**src/ccexp_pkg.sv**
```systemverilog
`default_nettype none

package ccexp_pkg;

    // Configuration register file
    localparam int CFG_W     = 14;
    localparam int CFG_IDX_W = 4;
    localparam logic [CFG_IDX_W-1:0] REG_FRAME_WIDTH  = CFG_IDX_W'(0);
    localparam logic [CFG_IDX_W-1:0] REG_FRAME_HEIGHT = CFG_IDX_W'(1);
    localparam logic [CFG_W-1:0]     CFG_RESET_DIM    = CFG_W'(4096);

    // Port widths of the sample and the result fields
    localparam int IN_W   = 16;
    localparam int INT_W  = 16;
    localparam int FRAC_W = 8;
    localparam int OUT_W  = INT_W + FRAC_W;

    // Window slots
    localparam int NUM_WIN = 5;
    localparam int WIN_C   = 0;
    localparam int WIN_TL  = 1;
    localparam int WIN_BL  = 2;
    localparam int WIN_TR  = 3;
    localparam int WIN_BR  = 4;

    // Division by six as multiply by ceil(2^18/6), exact below 2^17
    localparam int RECIP6_W   = 16;
    localparam logic [RECIP6_W-1:0] RECIP6 = RECIP6_W'(43691);
    localparam int DIV6_SHIFT = 18;

    // Cycles the geometry pipeline needs after a register write
    localparam logic [1:0] GEO_LAT = 2'd3;

    // Front-to-back queue
    localparam int Q_DEPTH = 4;
    localparam int Q_AW    = 2;

    // Classification of one sample
    typedef struct packed {
        logic [NUM_WIN-1:0] hit;
        logic               last;
    } ccexp_tag_t;

    localparam int TAG_W = $bits(ccexp_tag_t);

endpackage

`default_nettype wire

```
**src/ccexp_front.sv**
```systemverilog
`default_nettype none

module ccexp_front
    import ccexp_pkg::*;
#(
    parameter int MAX_DIM     = 8192,
    parameter int SAMPLE_BITS = 16,
    parameter int DIM_W       = $clog2(MAX_DIM + 1),
    parameter int POS_W       = $clog2(MAX_DIM)
) (
    input  wire logic                   aclk,
    input  wire logic                   aresetn,
    input  wire logic                   cfg_valid,
    output logic                        cfg_ready,
    input  wire logic [CFG_IDX_W-1:0]   cfg_index,
    input  wire logic [CFG_W-1:0]       cfg_data,
    input  wire logic                   s_valid,
    output logic                        s_ready,
    input  wire logic [IN_W-1:0]        s_sample_value,
    input  wire logic                   q_full,
    output logic                        q_push,
    output logic [SAMPLE_BITS-1:0]      q_sample,
    output ccexp_tag_t                  q_tag,
    output logic [2*DIM_W-1:0]          box_area
);

    localparam int PROD_W = DIM_W + RECIP6_W;

    logic [CFG_W-1:0]   cfg_w_reg, cfg_h_reg;
    logic [1:0]         geo_cnt_reg;
    logic [DIM_W-1:0]   w_eff_reg, h_eff_reg;
    logic [DIM_W-1:0]   bw_reg, bh_reg;
    logic [DIM_W-1:0]   cx_reg, cy_reg, rx_reg, by_reg, wl_reg, hl_reg;
    logic [2*DIM_W-1:0] n_reg;
    logic [POS_W-1:0]   col_reg, row_reg;

    logic [PROD_W-1:0]  w_prod, h_prod;
    logic [DIM_W-1:0]   bw_q, bh_q;
    logic [DIM_W-1:0]   x_ext, y_ext;
    logic               left, right, top, bottom, in_cx, in_cy;
    logic               end_row, end_frame;

    function automatic logic [DIM_W-1:0] eff_dim(input logic [CFG_W-1:0] raw);
        if (raw == '0) begin
            return DIM_W'(1);
        end
        if (32'(raw) > 32'(MAX_DIM)) begin
            return DIM_W'(MAX_DIM);
        end
        return DIM_W'(raw);
    endfunction

    function automatic logic in_span(input logic [DIM_W-1:0] p,
                                     input logic [DIM_W-1:0] lo,
                                     input logic [DIM_W-1:0] len);
        return (p >= lo) && ((p - lo) < len);
    endfunction

    // Take register writes; restart the geometry settle count
    assign cfg_ready = 1'b1;

    always_ff @(posedge aclk) begin
        if (!aresetn) begin
            cfg_w_reg   <= CFG_RESET_DIM;
            cfg_h_reg   <= CFG_RESET_DIM;
            geo_cnt_reg <= GEO_LAT;
        end else begin
            if (cfg_valid) begin
                unique case (cfg_index)
                    REG_FRAME_WIDTH:  cfg_w_reg <= cfg_data;
                    REG_FRAME_HEIGHT: cfg_h_reg <= cfg_data;
                    default: ;
                endcase
                geo_cnt_reg <= GEO_LAT;
            end else if (geo_cnt_reg != 2'd0) begin
                geo_cnt_reg <= geo_cnt_reg - 2'd1;
            end
        end
    end

    // Derive the box geometry over three register stages
    assign w_prod = PROD_W'(w_eff_reg) * PROD_W'(RECIP6);
    assign h_prod = PROD_W'(h_eff_reg) * PROD_W'(RECIP6);
    assign bw_q   = DIM_W'(w_prod >> DIV6_SHIFT);
    assign bh_q   = DIM_W'(h_prod >> DIV6_SHIFT);

    always_ff @(posedge aclk) begin
        w_eff_reg <= eff_dim(cfg_w_reg);
        h_eff_reg <= eff_dim(cfg_h_reg);
        bw_reg    <= (bw_q == '0) ? DIM_W'(1) : bw_q;
        bh_reg    <= (bh_q == '0) ? DIM_W'(1) : bh_q;
        rx_reg    <= w_eff_reg - bw_reg;
        by_reg    <= h_eff_reg - bh_reg;
        cx_reg    <= (w_eff_reg - bw_reg) >> 1;
        cy_reg    <= (h_eff_reg - bh_reg) >> 1;
        wl_reg    <= w_eff_reg - DIM_W'(1);
        hl_reg    <= h_eff_reg - DIM_W'(1);
        n_reg     <= (2*DIM_W)'(bw_reg) * (2*DIM_W)'(bh_reg);
    end

    assign box_area = n_reg;

    // Classify the current position against the five boxes
    assign x_ext  = DIM_W'(col_reg);
    assign y_ext  = DIM_W'(row_reg);
    assign left   = x_ext < bw_reg;
    assign top    = y_ext < bh_reg;
    assign right  = in_span(x_ext, rx_reg, bw_reg);
    assign bottom = in_span(y_ext, by_reg, bh_reg);
    assign in_cx  = in_span(x_ext, cx_reg, bw_reg);
    assign in_cy  = in_span(y_ext, cy_reg, bh_reg);

    assign end_row   = x_ext >= wl_reg;
    assign end_frame = end_row && (y_ext >= hl_reg);

    assign s_ready  = (geo_cnt_reg == 2'd0) && !cfg_valid && !q_full;
    assign q_push   = s_valid && s_ready;
    assign q_sample = SAMPLE_BITS'(s_sample_value);

    always_comb begin
        q_tag              = '0;
        q_tag.hit[WIN_C]   = in_cx && in_cy;
        q_tag.hit[WIN_TL]  = left && top;
        q_tag.hit[WIN_BL]  = left && bottom;
        q_tag.hit[WIN_TR]  = right && top;
        q_tag.hit[WIN_BR]  = right && bottom;
        q_tag.last         = end_frame;
    end

    // Advance the raster position on each accepted request
    always_ff @(posedge aclk) begin
        if (!aresetn) begin
            col_reg <= '0;
            row_reg <= '0;
        end else if (q_push) begin
            if (end_frame) begin
                col_reg <= '0;
                row_reg <= '0;
            end else if (end_row) begin
                col_reg <= '0;
                row_reg <= row_reg + POS_W'(1);
            end else begin
                col_reg <= col_reg + POS_W'(1);
            end
        end
    end

endmodule

`default_nettype wire

```
**src/ccexp_queue.sv**
```systemverilog
`default_nettype none

module ccexp_queue
    import ccexp_pkg::*;
#(
    parameter int WIDTH = 22
) (
    input  wire logic             aclk,
    input  wire logic             aresetn,
    input  wire logic             push,
    input  wire logic [WIDTH-1:0] wdata,
    output logic                  full,
    input  wire logic             pop,
    output logic                  rvalid,
    output logic [WIDTH-1:0]      rdata
);

    logic [WIDTH-1:0] mem [Q_DEPTH];
    logic [Q_AW-1:0]  wr_ptr_reg, rd_ptr_reg;
    logic [Q_AW:0]    count_reg;

    assign full   = count_reg == (Q_AW+1)'(Q_DEPTH);
    assign rvalid = count_reg != '0;
    assign rdata  = mem[rd_ptr_reg];

    // Store entries
    always_ff @(posedge aclk) begin
        if (push) begin
            mem[wr_ptr_reg] <= wdata;
        end
    end

    // Advance pointers and occupancy
    always_ff @(posedge aclk) begin
        if (!aresetn) begin
            wr_ptr_reg <= '0;
            rd_ptr_reg <= '0;
            count_reg  <= '0;
        end else begin
            if (push) begin
                wr_ptr_reg <= wr_ptr_reg + Q_AW'(1);
            end
            if (pop) begin
                rd_ptr_reg <= rd_ptr_reg + Q_AW'(1);
            end
            if (push && !pop) begin
                count_reg <= count_reg + (Q_AW+1)'(1);
            end else if (pop && !push) begin
                count_reg <= count_reg - (Q_AW+1)'(1);
            end
        end
    end

endmodule

`default_nettype wire

```
**src/ccexp_accum.sv**
```systemverilog
`default_nettype none

module ccexp_accum
    import ccexp_pkg::*;
#(
    parameter int SAMPLE_BITS = 16,
    parameter int SUM_W       = 45
) (
    input  wire logic                   aclk,
    input  wire logic                   aresetn,
    input  wire logic                   q_valid,
    input  wire logic [SAMPLE_BITS-1:0] q_sample,
    input  wire ccexp_tag_t             q_tag,
    output logic                        q_pop,
    input  wire logic                   div_idle,
    output logic                        div_start,
    output logic [SUM_W-1:0]            win_total [NUM_WIN]
);

    logic [SUM_W-1:0] sum_reg  [NUM_WIN];
    logic [SUM_W-1:0] sum_next [NUM_WIN];

    // Hold a frame end until the divider is free
    assign q_pop     = q_valid && (!q_tag.last || div_idle);
    assign div_start = q_pop && q_tag.last;

    always_comb begin
        for (int i = 0; i < NUM_WIN; i++) begin
            sum_next[i]  = sum_reg[i] + (q_tag.hit[i] ? SUM_W'(q_sample) : '0);
            win_total[i] = sum_next[i];
        end
    end

    // Accumulate window sums; clear at frame end
    always_ff @(posedge aclk) begin
        if (!aresetn) begin
            for (int i = 0; i < NUM_WIN; i++) begin
                sum_reg[i] <= '0;
            end
        end else if (q_pop) begin
            for (int i = 0; i < NUM_WIN; i++) begin
                sum_reg[i] <= q_tag.last ? '0 : sum_next[i];
            end
        end
    end

endmodule

`default_nettype wire

```
**src/ccexp_div.sv**
```systemverilog
`default_nettype none

module ccexp_div
    import ccexp_pkg::*;
#(
    parameter int SUM_W = 45,
    parameter int DEN_W = 29
) (
    input  wire logic               aclk,
    input  wire logic               aresetn,
    input  wire logic               start,
    input  wire logic [SUM_W-1:0]   win_total [NUM_WIN],
    input  wire logic [DEN_W-2:0]   box_area,
    output logic                    idle,
    output logic                    m_valid,
    input  wire logic               m_ready,
    output logic [OUT_W-1:0]        m_centre_mean,
    output logic [OUT_W-1:0]        m_left_mean,
    output logic [OUT_W-1:0]        m_right_mean
);

    localparam logic [2:0] ST_IDLE  = 3'd0;
    localparam logic [2:0] ST_LOAD  = 3'd1;
    localparam logic [2:0] ST_TEST  = 3'd2;
    localparam logic [2:0] ST_ITER  = 3'd3;
    localparam logic [2:0] ST_STORE = 3'd4;
    localparam logic [2:0] ST_OUT   = 3'd5;

    localparam logic [1:0] OP_CENTRE = 2'd0;
    localparam logic [1:0] OP_LEFT   = 2'd1;
    localparam logic [1:0] OP_RIGHT  = 2'd2;

    localparam int CNT_W = $clog2(OUT_W);
    localparam int CMP_W = SUM_W + DEN_W + INT_W + 1;

    logic [2:0]       state_reg, state_next;
    logic [1:0]       op_reg, op_next;
    logic [CNT_W-1:0] cnt_reg, cnt_next;
    logic [SUM_W-1:0] win_reg  [NUM_WIN];
    logic [SUM_W-1:0] win_next [NUM_WIN];
    logic [SUM_W:0]   num_reg, num_next;
    logic [DEN_W-1:0] den_reg, den_next;
    logic [DEN_W-1:0] rem_reg, rem_next;
    logic [OUT_W-1:0] dvd_reg, dvd_next;
    logic [OUT_W-1:0] quo_reg, quo_next;
    logic [OUT_W-1:0] centre_reg, centre_next;
    logic [OUT_W-1:0] left_reg, left_next;
    logic [OUT_W-1:0] right_reg, right_next;
    logic             m_valid_reg, m_valid_next;
    logic [OUT_W-1:0] m_centre_reg, m_centre_next;
    logic [OUT_W-1:0] m_left_reg, m_left_next;
    logic [OUT_W-1:0] m_right_reg, m_right_next;

    logic [DEN_W:0]   trial;
    logic             trial_ge;
    logic             sat;
    logic             out_free;

    assign idle          = state_reg == ST_IDLE;
    assign m_valid       = m_valid_reg;
    assign m_centre_mean = m_centre_reg;
    assign m_left_mean   = m_left_reg;
    assign m_right_mean  = m_right_reg;

    assign trial    = {rem_reg, dvd_reg[OUT_W-1]};
    assign trial_ge = trial >= {1'b0, den_reg};
    assign sat      = CMP_W'(num_reg) >= (CMP_W'(den_reg) << INT_W);
    assign out_free = !m_valid_reg || m_ready;

    // Restoring divider: one quotient bit per cycle, three quotients per frame
    always_comb begin
        state_next    = state_reg;
        op_next       = op_reg;
        cnt_next      = cnt_reg;
        num_next      = num_reg;
        den_next      = den_reg;
        rem_next      = rem_reg;
        dvd_next      = dvd_reg;
        quo_next      = quo_reg;
        centre_next   = centre_reg;
        left_next     = left_reg;
        right_next    = right_reg;
        m_valid_next  = m_valid_reg && !m_ready;
        m_centre_next = m_centre_reg;
        m_left_next   = m_left_reg;
        m_right_next  = m_right_reg;
        for (int i = 0; i < NUM_WIN; i++) begin
            win_next[i] = win_reg[i];
        end

        unique case (state_reg)
            ST_IDLE: begin
                if (start) begin
                    for (int i = 0; i < NUM_WIN; i++) begin
                        win_next[i] = win_total[i];
                    end
                    op_next    = OP_CENTRE;
                    state_next = ST_LOAD;
                end
            end
            ST_LOAD: begin
                // Form numerator and divisor of the current mean
                unique case (op_reg)
                    OP_CENTRE: begin
                        num_next = (SUM_W+1)'(win_reg[WIN_C]);
                        den_next = DEN_W'(box_area);
                    end
                    OP_LEFT: begin
                        num_next = (SUM_W+1)'(win_reg[WIN_TL])
                                 + (SUM_W+1)'(win_reg[WIN_BL]);
                        den_next = {box_area, 1'b0};
                    end
                    default: begin
                        num_next = (SUM_W+1)'(win_reg[WIN_TR])
                                 + (SUM_W+1)'(win_reg[WIN_BR]);
                        den_next = {box_area, 1'b0};
                    end
                endcase
                state_next = ST_TEST;
            end
            ST_TEST: begin
                // Saturate when the quotient cannot fit the result field
                if (sat) begin
                    quo_next   = '1;
                    state_next = ST_STORE;
                end else begin
                    rem_next   = DEN_W'(num_reg >> FRAC_W'(0) >> INT_W);
                    dvd_next   = {num_reg[INT_W-1:0], {FRAC_W{1'b0}}};
                    quo_next   = '0;
                    cnt_next   = CNT_W'(OUT_W - 1);
                    state_next = ST_ITER;
                end
            end
            ST_ITER: begin
                rem_next = trial_ge ? DEN_W'(trial - {1'b0, den_reg}) : DEN_W'(trial);
                quo_next = {quo_reg[OUT_W-2:0], trial_ge};
                dvd_next = dvd_reg << 1;
                if (cnt_reg == '0) begin
                    state_next = ST_STORE;
                end else begin
                    cnt_next = cnt_reg - CNT_W'(1);
                end
            end
            ST_STORE: begin
                unique case (op_reg)
                    OP_CENTRE: begin
                        centre_next = quo_reg;
                        op_next     = OP_LEFT;
                        state_next  = ST_LOAD;
                    end
                    OP_LEFT: begin
                        left_next  = quo_reg;
                        op_next    = OP_RIGHT;
                        state_next = ST_LOAD;
                    end
                    default: begin
                        right_next = quo_reg;
                        state_next = ST_OUT;
                    end
                endcase
            end
            ST_OUT: begin
                // Hand the result to the output register once it drains
                if (out_free) begin
                    m_valid_next  = 1'b1;
                    m_centre_next = centre_reg;
                    m_left_next   = left_reg;
                    m_right_next  = right_reg;
                    state_next    = ST_IDLE;
                end
            end
            default: begin
                state_next = ST_IDLE;
            end
        endcase
    end

    always_ff @(posedge aclk) begin
        if (!aresetn) begin
            state_reg   <= ST_IDLE;
            op_reg      <= OP_CENTRE;
            m_valid_reg <= 1'b0;
        end else begin
            state_reg   <= state_next;
            op_reg      <= op_next;
            m_valid_reg <= m_valid_next;
        end
    end

    always_ff @(posedge aclk) begin
        cnt_reg      <= cnt_next;
        num_reg      <= num_next;
        den_reg      <= den_next;
        rem_reg      <= rem_next;
        dvd_reg      <= dvd_next;
        quo_reg      <= quo_next;
        centre_reg   <= centre_next;
        left_reg     <= left_next;
        right_reg    <= right_next;
        m_centre_reg <= m_centre_next;
        m_left_reg   <= m_left_next;
        m_right_reg  <= m_right_next;
        for (int i = 0; i < NUM_WIN; i++) begin
            win_reg[i] <= win_next[i];
        end
    end

endmodule

`default_nettype wire

```
**src/corner_centre_exposure_profile_core.sv**
```systemverilog
`default_nettype none

// Corner and centre exposure profile. Raw mosaic samples of a frame enter in
// raster order, one per cycle while s_ready is high; the frame size comes
// from registers 0 (width) and 1 (height). Five boxes of max(1, W/6) by
// max(1, H/6) pixels, at the centre and the four corners, are summed as the
// samples pass. At the frame's last pixel one result carries the centre mean
// and the left and right means (each the average of the two corner means on
// that side), unsigned 16.8, truncated and saturated at all ones. Samples are
// classified at the input and summed as they leave the queue. The three means
// come from one shared restoring divider, one quotient bit per cycle. Samples
// of the next frame keep flowing while the divider works; a second frame end
// waits until the divider is idle. After reset and after each register write
// the input holds off while the box geometry settles.
module corner_centre_exposure_profile_core
    import ccexp_pkg::*;
#(
    parameter int MAX_DIM     = 8192,
    parameter int SAMPLE_BITS = 16
) (
    input  wire logic                 aclk,
    input  wire logic                 aresetn,
    input  wire logic                 cfg_valid,
    output logic                      cfg_ready,
    input  wire logic [CFG_IDX_W-1:0] cfg_index,
    input  wire logic [CFG_W-1:0]     cfg_data,
    input  wire logic                 s_valid,
    output logic                      s_ready,
    input  wire logic [IN_W-1:0]      s_sample_value,
    output logic                      m_valid,
    input  wire logic                 m_ready,
    output logic [OUT_W-1:0]          m_centre_mean,
    output logic [OUT_W-1:0]          m_left_mean,
    output logic [OUT_W-1:0]          m_right_mean
);

    localparam int DIM_W = $clog2(MAX_DIM + 1);
    localparam int SUM_W = SAMPLE_BITS + 2*DIM_W + 1;
    localparam int DEN_W = 2*DIM_W + 1;
    localparam int QW    = TAG_W + SAMPLE_BITS;

    logic                   q_push, q_full, q_pop, q_valid;
    logic [SAMPLE_BITS-1:0] push_sample, pop_sample;
    ccexp_tag_t             push_tag, pop_tag;
    logic [QW-1:0]          q_rdata;
    logic [2*DIM_W-1:0]     box_area;
    logic                   div_idle, div_start;
    logic [SUM_W-1:0]       win_total [NUM_WIN];

    ccexp_front #(
        .MAX_DIM     (MAX_DIM),
        .SAMPLE_BITS (SAMPLE_BITS)
    ) u_front (
        .aclk           (aclk),
        .aresetn        (aresetn),
        .cfg_valid      (cfg_valid),
        .cfg_ready      (cfg_ready),
        .cfg_index      (cfg_index),
        .cfg_data       (cfg_data),
        .s_valid        (s_valid),
        .s_ready        (s_ready),
        .s_sample_value (s_sample_value),
        .q_full         (q_full),
        .q_push         (q_push),
        .q_sample       (push_sample),
        .q_tag          (push_tag),
        .box_area       (box_area)
    );

    ccexp_queue #(
        .WIDTH (QW)
    ) u_queue (
        .aclk    (aclk),
        .aresetn (aresetn),
        .push    (q_push),
        .wdata   ({push_tag, push_sample}),
        .full    (q_full),
        .pop     (q_pop),
        .rvalid  (q_valid),
        .rdata   (q_rdata)
    );

    assign pop_tag    = q_rdata[QW-1 -: TAG_W];
    assign pop_sample = q_rdata[SAMPLE_BITS-1:0];

    ccexp_accum #(
        .SAMPLE_BITS (SAMPLE_BITS),
        .SUM_W       (SUM_W)
    ) u_accum (
        .aclk      (aclk),
        .aresetn   (aresetn),
        .q_valid   (q_valid),
        .q_sample  (pop_sample),
        .q_tag     (pop_tag),
        .q_pop     (q_pop),
        .div_idle  (div_idle),
        .div_start (div_start),
        .win_total (win_total)
    );

    ccexp_div #(
        .SUM_W (SUM_W),
        .DEN_W (DEN_W)
    ) u_div (
        .aclk          (aclk),
        .aresetn       (aresetn),
        .start         (div_start),
        .win_total     (win_total),
        .box_area      (box_area),
        .idle          (div_idle),
        .m_valid       (m_valid),
        .m_ready       (m_ready),
        .m_centre_mean (m_centre_mean),
        .m_left_mean   (m_left_mean),
        .m_right_mean  (m_right_mean)
    );

endmodule

`default_nettype wire
```
**config.mk**
```make
export PLATFORM = sky130hd
export DESIGN_NAME = corner_centre_exposure_profile_core
export DESIGN_NICKNAME = d
export VERILOG_FILES = /design/src/ccexp_pkg.sv /design/src/ccexp_front.sv /design/src/ccexp_queue.sv /design/src/ccexp_accum.sv /design/src/ccexp_div.sv /design/src/corner_centre_exposure_profile_core.sv
export SDC_FILE = /design/constraint.sdc
export NUM_CORES = 2
export LEC_CHECK = 0
export ABC_AREA = 1
export BUFFER_PORTS_ARGS = -buffer_cell sky130_fd_sc_hd__buf_4
export CORE_MARGIN = 2
export CORE_UTILIZATION = 28
export DETAILED_ROUTE_END_ITERATION = 12
export HOLD_SLACK_MARGIN = 0.02
export PLACE_DENSITY_LB_ADDON = 0.25
export SKIP_CTS_REPAIR_TIMING = 1
export SLEW_MARGIN = 10
export SYNTH_ARGS = -nofsm -noshare
export SYNTH_HDL_FRONTEND = slang
export SYNTH_SLANG_ARGS = --single-unit
export TNS_END_PERCENT = 1
```
**constraint.sdc**
```tcl
create_clock -name aclk -period 14.5 [get_ports aclk]
set_input_delay 0.725 -clock aclk [delete_from_list [all_inputs] [get_ports aclk]]
set_output_delay 0.725 -clock aclk [all_outputs]
set_load 0.01 [all_outputs]
```
==> flow_metrics.env <==
export IMPL_yosys_warnings=0
export IMPL_yosysSeqAreaShare=0.387
export IMPL_vdd_drop_max_uv=249
export IMPL_yosysMostFrequentCell="nand2_1"
export IMPL_stdcell_count=13200
export IMPL_setup_viol=0
export IMPL_power_density_nw_per_um2=202
export IMPL_startpoint="u_front.bw_reg[4]"
export IMPL_syn_nets=10300
export IMPL_drt_total_wl_um=248000
export IMPL_drv_cap=0
export IMPL_ios=114
export IMPL_grt_first_pass_wirelength_um=375000
export IMPL_worstPathArrival_ns=6.38
export IMPL_num_vias=62200
export IMPL_track_usage=0.179
export IMPL_synth_edff_count=829
export IMPL_cts_buffer_depth=3
export IMPL_fin_nets=10500
export IMPL_slew_viol_final=0
export IMPL_rsz0062_at_grt="no"
export IMPL_initialDrtViolationCount=4948
export IMPL_fmax_mhz=175
export IMPL_netlist_area_um2=75000
export IMPL_cts_max_level=4
export IMPL_required_ns=15.15
export IMPL_end_kind="flop"
export IMPL_io_buffer_count=112
export IMPL_ys_seq_elements=1034
export IMPL_netlist_instances=9320
export IMPL_root_buffer="clkbuf_16"
export IMPL_status="completed"
export IMPL_antenna_left=0
export IMPL_vias_per_cell=4.73
export IMPL_synth_ff_type="edfxtp_1"
export IMPL_drive_above_1_share=0.0451
export IMPL_die_x_um=522
export IMPL_die_y_um=522
export IMPL_dieArea_um2=272000
export IMPL_synthTopCellsByCount="nand2_1 (2463), inv_1 (1546), nor2_1 (915)"
export IMPL_first_global_vias=61600
export IMPL_dp_cells=12900
export IMPL_clk_pin_slew_ns=0.06
export IMPL_skew_ns=0.0392
export IMPL_ys_top_cells_by_area="edfxtp_1 (33%), nand2_1 (12%), ha_1 (12%), inv_1 (7.7%), fa_1 (5.9%)"
export IMPL_min_delay_start="s_sample_value[2]"
export IMPL_grt_max_degree=75
export IMPL_async_flop_share=0
export IMPL_clock_sinks=1034
export IMPL_design_core_area_um2=267000
export IMPL_syn2layout_area_growth_pct=12.7
export IMPL_cp_max_fo=13
export IMPL_final_setup_tns_ns=0
export IMPL_hold_ws_ns=0.118
export IMPL_yosysTopAreaCell="edfxtp_1"
export IMPL_power_uw=17000
export IMPL_clk_insertion_delay_late_ns=0.81
export IMPL_fillers=28400
export IMPL_hpwl_um=196000
export IMPL_antenna_found_initial=21
export IMPL_slew_headroom=0.209
export IMPL_final_min_clock_period_ns=5.73
export IMPL_hold_viol_final=0
export IMPL_r2r_start="u_front.bw_reg[4]"
export IMPL_wire_per_inst_um=18.8
export IMPL_grt_ovfl_total=0
export IMPL_worstSetupPathType="flop to flop"
export IMPL_finalCritPeriodShare=0.395
export IMPL_cts_buffers=130
export IMPL_ys_types=63
export IMPL_syn_area_per_cell_um2=8.05
export IMPL_placementRows=190
export IMPL_drt_pass1_iter_count=6
export IMPL_synth_top_cell_area_share=0.332
export IMPL_hp_class="input port to flop"
export IMPL_critPathLaunchType="flop"
export IMPL_cts_tree="yes"
export IMPL_drc_errors=0
export IMPL_p_leak_uw=0.0393
export IMPL_gp_congestion=0.944
export IMPL_start_util=0.281
export IMPL_worst_pin_slew_ns=1.17
-- through the flow --
stage	area, um^2	setup slack, ns	utilization
floorplan	75000	3.50	-
global placement	80200	8.81	0.300
detailed placement	80200	8.78	0.300
CTS	84500	8.77	0.316
global route	84500	8.42	0.316
finish	84500	8.77	0.316
-- cells by family after synthesis --
kind of cell,share of synthesized area
compound gates,0.0807
fa+ha+maj,0.178
xor+xnor,0.0304
other cells,0.0000500
buf+inv,0.0844
flops,0.387
simple gates,0.240
-- metal layers --
metal | global-route usage | vias to the layer above | part of all wire
met5 | 0 | - | 0.000057
met4 | 0.0498 | 2 | 0.025
met3 | 0.0199 | 285 | 0.049
met2 | 0.289 | 1594 | 0.45
met1 | 0.253 | 29500 | 0.48
li1 | - | 30800 | -
-- final cells by class --
class | count | area, um^2 | share of cell area
Multi-Input combinational cell | 6616 | 39800 | 0.471
Sequential cell | 1034 | 29000 | 0.343
Inverter | 1550 | 5820 | 0.0689
Tap cell | 3552 | 4440 | 0.0526
Clock buffer | 166 | 3500 | 0.0414
Timing Repair Buffer | 156 | 1170 | 0.0139
Clock inverter | 70 | 773 | 0.00915
Antenna cell | 7 | 17.5 | 0.000207
-- placed cells by master (no fill, tap or decap), types with 11 or more instances in the layout --
master | Yosys | layout
a21boi_0 | 18 | 18
a21o_1 | 45 | 45
a21oi_1 | 577 | 575
a31oi_1 | 14 | 14
a32o_1 | 15 | 15
and2_1 | 19 | 19
buf_4 | 2 | 156
clkbuf_1 | 83 | 28
clkbuf_16 | 0 | 133
clkinv_1 | 4 | 22
clkinv_2 | 0 | 12
dfxtp_1 | 205 | 204
edfxtp_1 | 829 | 829
fa_1 | 222 | 222
ha_1 | 711 | 711
inv_1 | 1546 | 1546
inv_6 | 0 | 11
nand2_1 | 2463 | 2462
nand3_1 | 461 | 460
nand3b_1 | 53 | 53
nand4_1 | 146 | 146
nor2_1 | 915 | 904
nor3_1 | 169 | 168
nor4_1 | 30 | 30
o21a_1 | 12 | 12
o21ai_0 | 296 | 296
o21bai_1 | 47 | 47
or2_2 | 37 | 37
xnor2_1 | 96 | 96
xor2_1 | 164 | 164
-- path summary, 6_finish.rpt --
check / to / slack, ns / cells after the start
max: u_front.box_area[13] / 8.77 / 19
max reg2reg: u_front.box_area[13] / 8.77 / 19
min: u_queue.mem[1][2] / 0.12 / 1
min reg2reg: u_front.h_eff_reg[13] / 0.38 / 0
-- power by group --
| part | switching [uW] | internal, uW | leakage [uW] |
|---|---|---|---|
| sequential | 519 | 4440 | 0.00966 |
| combinational | 6130 | 2670 | 0.0276 |
| clock | 1390 | 1880 | 0.00206 |
| total | 8040 | 9000 | 0.0393 |
-- critical path, stage by stage, from the launching register on --
cell and delay, ns:
dfxtp_1 0.77, nand2_1 0.17, fa_1 0.55, inv_1 0.05, fa_1 0.54, inv_1 0.06, fa_1 0.50, inv_1 0.04
ha_1 0.29, fa_1 0.51, fa_1 0.49, ha_1 0.37, nand2_1 0.09, nand2_1 0.06, o21bai_1 0.15, a21oi_1 0.22
inv_1 0.10, a21oi_1 0.30, o21ai_0 0.15, xor2_1 0.17
Power figures use the tool's default switching activity.
